--- src/rtl/core/mrx_pkg.sv ---
package mrx_pkg;

    typedef enum logic [5:0] {
        F_SLL = 6'd0, F_SRL = 6'd1, F_SRA = 6'd2, F_SLLV = 6'd3, F_SRLV = 6'd4,
        F_SRAV = 6'd5, F_DSLL = 6'd6, F_DSLL32 = 6'd7, F_DSRA32 = 6'd8,
        F_DSLLV = 6'd9, F_JR = 6'd10, F_JALR = 6'd11, F_SYNC = 6'd12,
        F_MFHI = 6'd13, F_MTHI = 6'd14, F_MFLO = 6'd15, F_MTLO = 6'd16,
        F_MULT = 6'd17, F_MULTU = 6'd18, F_DIV = 6'd19, F_DIVU = 6'd20,
        F_ADD = 6'd21, F_ADDU = 6'd22, F_SUB = 6'd23, F_SUBU = 6'd24,
        F_AND = 6'd25, F_OR = 6'd26, F_XOR = 6'd27, F_NOR = 6'd28,
        F_SLT = 6'd29, F_SLTU = 6'd30, F_DADD = 6'd31, F_DADDU = 6'd32,
        F_DSUB = 6'd33
    } t_func;

    typedef enum logic [1:0] {
        K_ALU = 2'd0, K_MUL = 2'd1, K_DIV = 2'd2
    } t_kind;

    typedef enum logic [2:0] {
        S_IDLE = 3'd0, S_MUL = 3'd1, S_DIV = 3'd2, S_DONE = 3'd3, S_OUT = 3'd4
    } t_state;

    localparam int QDEPTH = 2;
    localparam int DIV_STEPS = 32;

    typedef struct packed {
        logic [5:0]  func;
        t_kind       kind;
        logic [63:0] rs;
        logic [63:0] rt;
        logic [4:0]  sa;
        logic [4:0]  rd;
        logic [63:0] ra;
    } t_op;

    typedef struct packed {
        logic        write_enable;
        logic [4:0]  write_index;
        logic [63:0] write_value;
        logic        jump_taken;
        logic [63:0] jump_address;
        logic        overflow_trap;
    } t_res;

    function automatic logic [63:0] sext32(input logic [31:0] v);
        return {{32{v[31]}}, v};
    endfunction

endpackage

--- src/rtl/core/mrx_if.sv ---
interface mrx_in_if;
    logic        valid;
    logic        ready;
    logic [5:0]  func;
    logic [63:0] source_value;
    logic [63:0] target_value;
    logic [4:0]  shift_amount;
    logic [4:0]  dest_index;
    logic [63:0] return_address;
    modport source(output valid, func, source_value, target_value, shift_amount,
                   dest_index, return_address, input ready);
    modport sink(input valid, func, source_value, target_value, shift_amount,
                 dest_index, return_address, output ready);
endinterface


--- src/rtl/core/mrx_front.sv ---
module mrx_front (
    input  logic          i_clk,
    input  logic          i_rst_n,
    mrx_in_if.sink        in_ch,
    output mrx_pkg::t_op  o_op,
    output logic          o_valid,
    input  logic          i_pop
);
    mrx_pkg::t_op r_q [mrx_pkg::QDEPTH];
    logic r_wp, r_rp;
    logic [1:0] r_cnt;
    mrx_pkg::t_op w_op;
    mrx_pkg::t_kind w_kind;
    logic w_push;

    always_comb begin
        case (in_ch.func)
            mrx_pkg::F_MULT, mrx_pkg::F_MULTU: w_kind = mrx_pkg::K_MUL;
            mrx_pkg::F_DIV, mrx_pkg::F_DIVU:   w_kind = mrx_pkg::K_DIV;
            default:                           w_kind = mrx_pkg::K_ALU;
        endcase
    end

    assign w_op = '{func: in_ch.func, kind: w_kind, rs: in_ch.source_value,
                    rt: in_ch.target_value, sa: in_ch.shift_amount,
                    rd: in_ch.dest_index, ra: in_ch.return_address};
    assign in_ch.ready = (r_cnt != 2'(mrx_pkg::QDEPTH));
    assign w_push = in_ch.valid && in_ch.ready;
    assign o_valid = (r_cnt != 2'd0);
    assign o_op = r_q[r_rp];

    always_ff @(posedge i_clk) begin
        if (w_push) r_q[r_wp] <= w_op;
        if (!i_rst_n) begin
            r_wp <= 1'b0;
            r_rp <= 1'b0;
            r_cnt <= 2'd0;
        end else begin
            if (w_push) r_wp <= ~r_wp;
            if (i_pop) r_rp <= ~r_rp;
            r_cnt <= r_cnt + 2'(w_push) - 2'(i_pop);
        end
    end

    a_cnt: assert property (@(posedge i_clk) disable iff (!i_rst_n)
        r_cnt <= 2'(mrx_pkg::QDEPTH)) else $error("queue overfill");
    a_pop: assert property (@(posedge i_clk) disable iff (!i_rst_n)
        i_pop |-> o_valid) else $error("pop of empty queue");
    a_cnt_step: assert property (@(posedge i_clk) disable iff (!i_rst_n)
        (w_push && !i_pop) |=> r_cnt == $past(r_cnt) + 2'd1) else $error("count step");
endmodule

--- src/flat_wrapper.sv ---
// flat-port wrapper written by rule: the top's interface ports become plain ports
module mrx_front_flat 
  (i_clk, i_rst_n, o_op, o_valid, i_pop, in_ch_valid, in_ch_func, in_ch_source_value, in_ch_target_value, in_ch_shift_amount, in_ch_dest_index, in_ch_return_address, in_ch_ready);
  mrx_in_if in_ch_i ();
  input  logic i_clk;
  input  logic i_rst_n;
  output mrx_pkg::t_op o_op;
  output logic o_valid;
  input  logic i_pop;
  input wire logic [$bits(in_ch_i.valid)-1:0] in_ch_valid;
  input wire logic [$bits(in_ch_i.func)-1:0] in_ch_func;
  input wire logic [$bits(in_ch_i.source_value)-1:0] in_ch_source_value;
  input wire logic [$bits(in_ch_i.target_value)-1:0] in_ch_target_value;
  input wire logic [$bits(in_ch_i.shift_amount)-1:0] in_ch_shift_amount;
  input wire logic [$bits(in_ch_i.dest_index)-1:0] in_ch_dest_index;
  input wire logic [$bits(in_ch_i.return_address)-1:0] in_ch_return_address;
  output wire logic [$bits(in_ch_i.ready)-1:0] in_ch_ready;
  assign in_ch_i.valid = in_ch_valid;
  assign in_ch_i.func = in_ch_func;
  assign in_ch_i.source_value = in_ch_source_value;
  assign in_ch_i.target_value = in_ch_target_value;
  assign in_ch_i.shift_amount = in_ch_shift_amount;
  assign in_ch_i.dest_index = in_ch_dest_index;
  assign in_ch_i.return_address = in_ch_return_address;
  assign in_ch_ready = in_ch_i.ready;
  mrx_front u_core (.i_clk(i_clk), .i_rst_n(i_rst_n), .in_ch(in_ch_i), .o_op(o_op), .o_valid(o_valid), .i_pop(i_pop));
endmodule
--- config.mk ---
export PLATFORM = sky130hd
export DESIGN_NAME = mrx_front_flat
export DESIGN_NICKNAME = d
export VERILOG_FILES = /design/src/rtl/core/mrx_pkg.sv /design/src/rtl/core/mrx_if.sv /design/src/rtl/core/mrx_front.sv /design/src/flat_wrapper.sv
export SDC_FILE = /design/constraint.sdc
export NUM_CORES = 1
export LEC_CHECK = 0
export BUFFER_PORTS_ARGS = -buffer_cell sky130_fd_sc_hd__buf_2
export CORE_MARGIN = 2
export CORE_UTILIZATION = 52
export DETAILED_ROUTE_END_ITERATION = 10
export GPL_TIMING_DRIVEN = 0
export PLACE_DENSITY = 0.87
export SETUP_SLACK_MARGIN = 0.05
export SLEW_MARGIN = 10
export SYNTH_ARGS = -nofsm -noshare
export SYNTH_HDL_FRONTEND = slang
export SYNTH_SLANG_ARGS = --single-unit
--- constraint.sdc ---
create_clock -name i_clk -period 18.35 [get_ports i_clk]
set_input_delay 3.67 -clock i_clk [delete_from_list [all_inputs] [get_ports i_clk]]
set_output_delay 3.67 -clock i_clk [all_outputs]
set_load 0.005 [all_outputs]
# Word-level counts from Yosys, hierarchy flattened

Memory sizes are Yosys's and may differ from the RTL's. A register that Yosys moved wholly into a read port is not among the register bits.
Cells that the tools add are included.

Logic and storage cells: 22
Output and inout port bits: 212
Bits in registers: 4
Memory bits (read-only): 0
Latch bits: 0
Memories kept: 1
RAM bits: 420

Memories:

| memory     | depth | width | read ports | clocked after memory_dff | write ports | line           | source |
|---|---|---|---|---|---|---|---|
| u_core.r_q | 2     | 210   | 1          | 1                        | 1           | mrx_front.sv:9 | `mrx_pkg::t_op r_q [mrx_pkg::QDEPTH];` |

Divide/modulo/power cells: 0
Multipliers: 0
$lt $le $gt $ge: 0
Equality and inequality tests: 5
Reduce and logical (&&, ||, !) cells: 4
Mux-type cells: 5
Bitwise logic cells: 2
Shift operators: 0
$add $sub $neg: 2

Operators by type and width:

| cell               | count |
|---|---|
| $eq 6x5->1 const B | 4 |
| $mux 1             | 4 |
| $pmux 2 s2         | 1 |
| $reduce_or 2->1    | 2 |
| $add 2x1->2        | 1 |
| $ne 2x2->1 const B | 1 |
| $not 1->1          | 2 |
| $reduce_bool 2->1  | 1 |
| $sub 2x1->2        | 1 |
| $logic_and 1x1->1  | 1 |

# Longest topological paths before layout

Gate-level depths: netlist of the first run.

Depth after elaboration: 4
Gate-level depth with buffers: 7

# Least setup slack after synthesis of the first run

Ideal clock, no wire load.

Kind: input port to flip-flop
Start: in in_ch_valid
End: mem u_core.r_q[0][0] in the netlist's numbering (enable)
Arrival time: 13.041 ns
Cell stages on the path: 2
Slack: 4.501 ns
Path buffers: 0
Path through: and2_1 nor2b_1

Longest elaborated chain between the ends: 3

RTL lines:

| item                         | line               | source |
|---|---|---|
| from (decl)                  | flat_wrapper.sv:10 | `input wire logic [$bits(in_ch_i.valid)-1:0] in_ch_valid;` |
| $logic_and 1x1->1            | mrx_front.sv:28    | `assign w_push = in_ch.valid && in_ch.ready;` |
| $mux 1                       | mrx_front.sv:33    | `if (w_push) r_q[r_wp] <= w_op;` |
| $mux 1 (not written as such) | mrx_front.sv:33    |  |
| to (decl)                    | mrx_front.sv:9     |  |

Every way passes these cells.

==> flow_metrics.tcl, run 1 <==
set metrics [dict create \
    postCtsSetupBuffers 0 \
    layout_common_cells "buf_2 (424), edfxtp_1 (420), mux2_2 (210)" \
    yosys-top-cells-area "edfxtp_1 (81%), mux2_2 (15%), buf_6 (1.6%), dfxtp_1 (0.65%), ha_1 (0.16%)" \
    tightest_slew_ps 653 \
    synthCells 686 \
    gp_congestion 0.771 \
    setup_violations 0 \
    numCtsBuffers 42 \
    grt_usage 0.203 \
    first_iter_violations 441 \
    path_clk_slew_ps 60 \
    antenna_found_initial 6 \
    avgSynthCellArea_um2 22.6 \
    drc 0 \
    cap_violations 0 \
    synth_area_um2 15500 \
    finalNetCount 1377 \
    cpMaxStageDelayCell "dfxtp_1" \
    cts_sinks 425 \
    rsz0062_at_grt "false" \
    synth_top_area_share 0.813 \
    cp_max_fo 10 \
    period_needed_ps 5540 \
    cp.depth 4 \
    cts_buffer_depth 3 \
    crit_family "buffers and inverters" \
    cts_tree "yes" \
    whs_ps 518 \
    start_kind "flop" \
    core-area_um2 29500 \
    tns_ps 0 \
    min_path_cells 2 \
    arrival_ps 1870 \
    rows 63 \
    required_ps 14680 \
    yosysSeqAreaShare 0.820 \
    fin_total_pwr_w 0.00238 \
    power.density_nw_per_um2 121 \
    reg2reg_depth 7 \
    relSlewSlack 0.565 \
    hold_path_class "reg -> reg" \
    dr_total_vias 8130 \
    worst_skew_pair.late_latency_ps 520 \
    synthFlopType "edfxtp_1" \
    fin_crit_sh 0.302 \
    die-area_um2 31200 \
    die_w_um 177 \
    status "complete, no violations" \
    io_buffer_count 423 \
    cts_max_level 2 \
    ios 424 \
    crit_buf_inv 3 \
    synth-edff-count 420 \
    wl_per_cell_um 20.9 \
    gr-total-overflow 0 \
    post-route-util 0.667 \
    drt-total-wl_mm 33.3 \
    slew_viol_final 0 \
    postCtsHoldBufs 0 \
    final_common_cell "buf_2" \
    leakagePower_nw 7.35 \
    path_cells "buf_6 > buf_6 > mux2_2 > buf_2" \
    grt_pass1_vias 8547 \
    crit_path_frequent_cell "buf_6" \
    via_per_inst 5.11 \
    max_stage_delay_ps 380 \
    synthesis.nets 900 \
    design_area_um2 19700 \
    antenna_left 0 \
    chipHeight_um 177 \
    drive_above_1_share 0.606 \
    clock_skew_ps 10.8 \
    synth_seq_cells 425 \
    yosys.area.top_type "edfxtp_1" \
    start_util 0.526 \
    clockRootBuffer "clkbuf_16" \
    ys_warn_count 0 \
    ir_worst_vdd_mv 0.0949 \
    drtPass1Iterations 4 \
    crit_path_end_kind "output port" \
    synthToLayoutAreaGrowth_pct 26.8 \
    cts_resized 0 \
    finalHoldViolations 0 \
    dp_hpwl_mm 23.2 \
    synth_cell_types 22 \
    critPathKind "reg -> out" \
    async_reset_ff_frac 0 \
    dpl_cell_area_um2 18300 \
    grt_max_degree 62 \
    max_freq_mhz 180 \
    grt_pass1_wl_mm 47.6 \
]
[registers in the layout, indices dropped and copies added, names as in the netlist, named ones only]
name	flops
u_core.r_cnt	2
u_core.r_rp	1
u_core.r_wp	1
u_core.r_q	420
[area by class of cell]
cell class,count,area (um^2)
Antenna cell,5,12.5
Buffer,23,253
Clock buffer,58,1180
Clock inverter,19,116
Fill cell,1883,9820
Inverter,3,11.3
Multi-Input combinational cell,235,2540
Sequential cell,425,12700
Tap cell,390,488
Timing Repair Buffer,433,2340
[layer usage]
layer  vias to the layer above  routed length [um]  part of all wire  GRT usage
li1                       3700                   -                 -          -
met1                      3981               11600              0.35      0.216
met2                       375               17400              0.52      0.370
met3                        72                3190             0.096     0.0709
met4                         2                1110             0.033     0.0778
met5                         -                  19           0.00057          0
[metrics by stage]
step           std cells  worst slack (ps)
5_1_grt             1589             12720
4_1_cts             1586             12740
3_5_place_dp        1509             12530
3_3_place_gp        1499              -145
2_1_floorplan        686              4500
6_report            1591             12810
[final timing paths]
check	startpoint	endpoint	slack, ps
max	flop	o_op[30]	12810
min	u_core.r_wp$_SDFFE_PN0P_	u_core.r_wp$_SDFFE_PN0P_	520
max reg2reg	u_core.r_cnt[0]$_SDFF_PN0_	u_core.r_q[0][129]$_DFFE_PP_	15810
min reg2reg	u_core.r_wp$_SDFFE_PN0P_	u_core.r_wp$_SDFFE_PN0P_	520
[Yosys cell counts, types with 2 or more instances]
master and n:
and2_1 3, edfxtp_1 420, ha_1 2, dfxtp_1 5
nor3_1 2, nor2_1 4, xnor2_1 2, mux2_2 210
nand2_1 2, buf_6 22, inv_1 3
[power breakdown]
part,total [W],internal [W],switching [W]
clock network,0.000797,0.000465,0.000332
logic,0.000352,0.000168,0.000184
registers,0.00123,0.00120,0.0000270
[worst reg2reg max path: stages, from the launching register on]
cell	delay, ps
dfxtp_1	330
nand2b_1	160
and2_1	190
nor2b_4	550
buf_12	270
buf_12	230
buf_12	250
buf_12	240
[kinds of logic after synthesis]
logic type,after synthesis,share of synthesized area
buffers and inverters,26,0.0170
multiplexers,210,0.153
AND/OR/NAND/NOR,18,0.00654
adder cells (fa/ha/maj),2,0.00161
AO/OA/AOI/OAI,2,0.000645
flip-flops,425,0.820
XOR/XNOR,3,0.00170
Note: power is estimated with default switching activity, not from simulation.
==> inputs of run 2 (changes only) <==
--- a/config.mk
+++ b/config.mk
@@ -5,6 +5,7 @@
 export SDC_FILE = /design/constraint.sdc
 export NUM_CORES = 1
 export LEC_CHECK = 0
+export ABC_AREA = 1
 export BUFFER_PORTS_ARGS = -buffer_cell sky130_fd_sc_hd__buf_2
 export CORE_MARGIN = 2
 export CORE_UTILIZATION = 52
==> constraint.sdc (replaced) <==
create_clock -name i_clk -period 5.3 [get_ports i_clk]
set_input_delay 1.06 -clock i_clk [delete_from_list [all_inputs] [get_ports i_clk]]
set_output_delay 1.06 -clock i_clk [all_outputs]
set_load 0.005 [all_outputs]
==> run 2 against run 1 <==
  * First-iteration DRC count rose by 17%
  * Via count rose by 2.2%
  * Setup slack got worse by 10000 ps
  * Sequential power rose to 3.4 times the previous value
  * Cell area rose by 0.56%
  * Global-route usage rose by 0.48 points
  * Non-clock buffer count rose by 4
  * Cell count rose by 1.1%
  * Routed wire length rose by 1.7%
  * Register-to-register slack got worse by 13000 ps
  * Count of clock-buffer cells in the layout did not move
==> flow_metrics.tcl, run 2 <==
set metrics [dict create \
    status "complete, no violations" \
    tightest_slew_ps 524 \
    postLayoutSetupSlackWorst_ps 2390 \
    crit_path_end_kind "output port" \
    min_path_cells 2 \
    yosys.area.top_type "edfxtp_1" \
    chipHeight_um 177 \
    routed.top_layer "met5" \
    combPwrFrac 0.124 \
    start_util 0.526 \
    reg2reg_to "u_core.r_q[1][90]$_DFFE_PP_" \
    crit_path_frequent_cell "buf_6" \
    synth_top_area_share 0.813 \
    sw_frac_of_total 0.222 \
    gp_congestion 0.790 \
    layout_common_cells "buf_2 (424), edfxtp_1 (420), mux2_2 (210)" \
    grt_pass1_vias 8648 \
    yosys-top-cells-area "edfxtp_1 (81%), mux2_2 (15%), buf_6 (1.6%), dfxtp_1 (0.65%), nand2_1 (0.34%)" \
    ios 424 \
    core-area_um2 29500 \
    gr-total-overflow 0 \
    drive_above_1_share 0.601 \
    power.density_nw_per_um2 404 \
    clockRootBuffer "clkbuf_16" \
    place_ws_ps 2440 \
    avgSynthCellArea_um2 22.2 \
    cts_sinks 425 \
    route.met3.wl_mm 3.55 \
    antenna_left 0 \
    dp_hpwl_mm 23.4 \
    grt_pass1_wl_mm 48.8 \
    rsz0062_at_grt "false" \
    largest_register_ffs 420 \
    slew_viol_final 0 \
    synth_seq_cells 425 \
    largest_register "u_core.r_q" \
    cts_buffer_depth 3 \
    cap_violations 0 \
    drtPass1Iterations 5 \
    max_stage_delay_ps 380 \
    hold_path.startpoint "u_core.r_rp$_SDFFE_PN0P_" \
    cts_tree "yes" \
    synth_xor_area_frac 0 \
    synthToLayoutAreaGrowth_pct 27.4 \
    hold_end "u_core.r_rp$_SDFFE_PN0P_" \
    ir_worst_vdd_mv 0.353 \
    drc 0 \
    period_needed_ps 2910 \
    synth_top_family_by_area "multiplexers" \
    worst_skew_pair.late_latency_ps 530 \
    leakagePower_nw 7.44 \
    numCtsBuffers 42 \
    dp_cells 1527 \
    synthAdderAreaFrac 0.00161 \
    max_freq_mhz 344 \
    finalNetCount 1395 \
    postCtsHoldBufs 0 \
    rows 63 \
    worstReg2RegStart "u_core.r_cnt[0]$_SDFF_PN0_" \
    reg_top3 "u_core.r_q: 420 flops, u_core.r_cnt: 2 flops" \
    grt_usage 0.208 \
    synth_area_um2 15500 \
    synth-edff-count 420 \
    final_common_cell "buf_2" \
    synth_cell_types 12 \
    grt_max_degree 36 \
    path_clk_slew_ps 60 \
    critPathKind "reg -> out" \
    p_int_w 0.00621 \
    hold_path_class "reg -> reg" \
    required_ps 4240 \
    p_sw_w 0.00178 \
    finalHoldViolations 0 \
    yosysSeqAreaShare 0.819 \
    synthCells 700 \
    cts_max_level 2 \
    async_reset_ff_frac 0 \
    die_w_um 177 \
    path_cells "buf_6 > buf_6 > mux2_2 > buf_2" \
    ff2ff_setup_slack_ps 3130 \
    synth_compound_gate_area_share 0.000968 \
    reg2reg_depth 7 \
    fin_total_pwr_w 0.00799 \
    antenna_found_initial 6 \
    relSlewSlack 0.650 \
    io_buffer_count 423 \
    drt-total-wl_mm 33.9 \
    wl_per_cell_um 21.1 \
    via_per_inst 5.17 \
    cpMaxStageDelayCell "dfxtp_1" \
    fin_cells 1608 \
    met2_wirelength_mm 17.8 \
    yosys.area_share.simple 0.00661 \
    seq_power_share 0.519 \
    cts_resized 0 \
    die-area_um2 31200 \
    wl_met1_mm 11.8 \
    synth_common_cells "edfxtp_1 (420), mux2_2 (210), buf_6 (22)" \
    clock_skew_ps 15.0 \
    ys_warn_count 0 \
    cp_max_fo 10 \
    setup_violations 0 \
    synthesis.nets 914 \
    start_kind "flop" \
    yosysMostFrequentCell "edfxtp_1" \
    postCtsSetupBuffers 0 \
    muxShareOfSynthArea 0.152 \
    synthFlopType "edfxtp_1" \
    post-route-util 0.671 \
    p_clk_frac 0.356 \
    arrival_ps 1850 \
    fin_crit_sh 0.549 \
    dr_total_vias 8311 \
    first_iter_violations 515 \
]
==> run 2: changes by cell type in the layout (fill, tap and decap cells not counted), moves of 2 or more <==
| cell | change |
|---|---|
| and2_1 | -3 |
| inv_1 | +7 |
| xnor2_1 | -2 |
| nor2_1 | +3 |
| clkinv_1 | -3 |
| nand2_1 | +12 |
| buf_12 | +5 |
| a21oi_1 | +2 |
| clkinvlp_4 | +2 |
| nand3_1 | +3 |
==> run 2: power groups by stage <==
stage	Clock, W	Combinational (W)	Sequential, W
6_report	0.00285	0.000994	0.00415
3_5_place_dp	0	0.000999	0.00421
2_1_floorplan	0	0.000473	0.00423
5_1_grt	0.00303	0.00107	0.00417
4_1_cts	0.00291	0.00101	0.00415
3_3_place_gp	0	0.000890	0.00425
==> run 2: final cells by class <==
type                    count  area [um^2]
clock inverters            19          148
repair buffers            437         2410
plain buffers              23          253
multi-input cells         241         2510
flip-flops and latches    425        12700
fillers                  1891         9710
well taps                 390          488
clock buffers              58         1180
diodes                      4         10.0
inverters                  11         45.0
==> run 2: stage by stage <==
step / area, um^2 / setup TNS [ps] / hold slack, ps
detailed placement: 18400 / 0 / 499
global placement: 18100 / -481660 / 476
floorplan: 15500 / 0 / 463
CTS: 19800 / 0 / 513
finish: 19800 / 0 / 516
global route: 19800 / 0 / 564
==> run 2: worst max-delay path by stage <==
| stage | from | endpoint | slack [ps] | depth (start not counted) |
|---|---|---|---|---|
| finish | flop | o_op[141] | 2390 | 4 |
| global route | flop | o_op[141] | 2280 | 4 |
| CTS | flop | o_op[141] | 2310 | 4 |
| detailed placement | in_ch_valid | u_core.r_q[1][71]$_DFFE_PP_ | 2440 | 6 |
| global placement | in_ch_valid | u_core.r_q[1][76]$_DFFE_PP_ | -1270 | 3 |
| floorplan | in_ch_valid | u_core.r_q[1][0]$_DFFE_PP_ | 590 | 2 |
==> run 2: layer usage <==
metal	global-route usage	up-vias
met5	0	-
met3	0.0775	62
met1	0.228	4116
li1	-	3736
met2	0.376	393
met4	0.0613	4
==> run 2: cell families (layout without fill, tap and decap cells) <==
group / count (synthesis) / after routing
AOI/OAI and AO/OA: 3 / 3
DFF: 425 / 425
buffers and inverters: 34 / 548
adders and majority gates: 2 / 2
other: 0 / 4
and+or+nand+nor: 26 / 26
muxes: 210 / 210
==> run 2: worst max-delay path: cells and delay by family (launching register included) <==
family	cells	cell delay [ps]
buffers and inverters	3	570
flip-flops	1	380
multiplexers	1	380
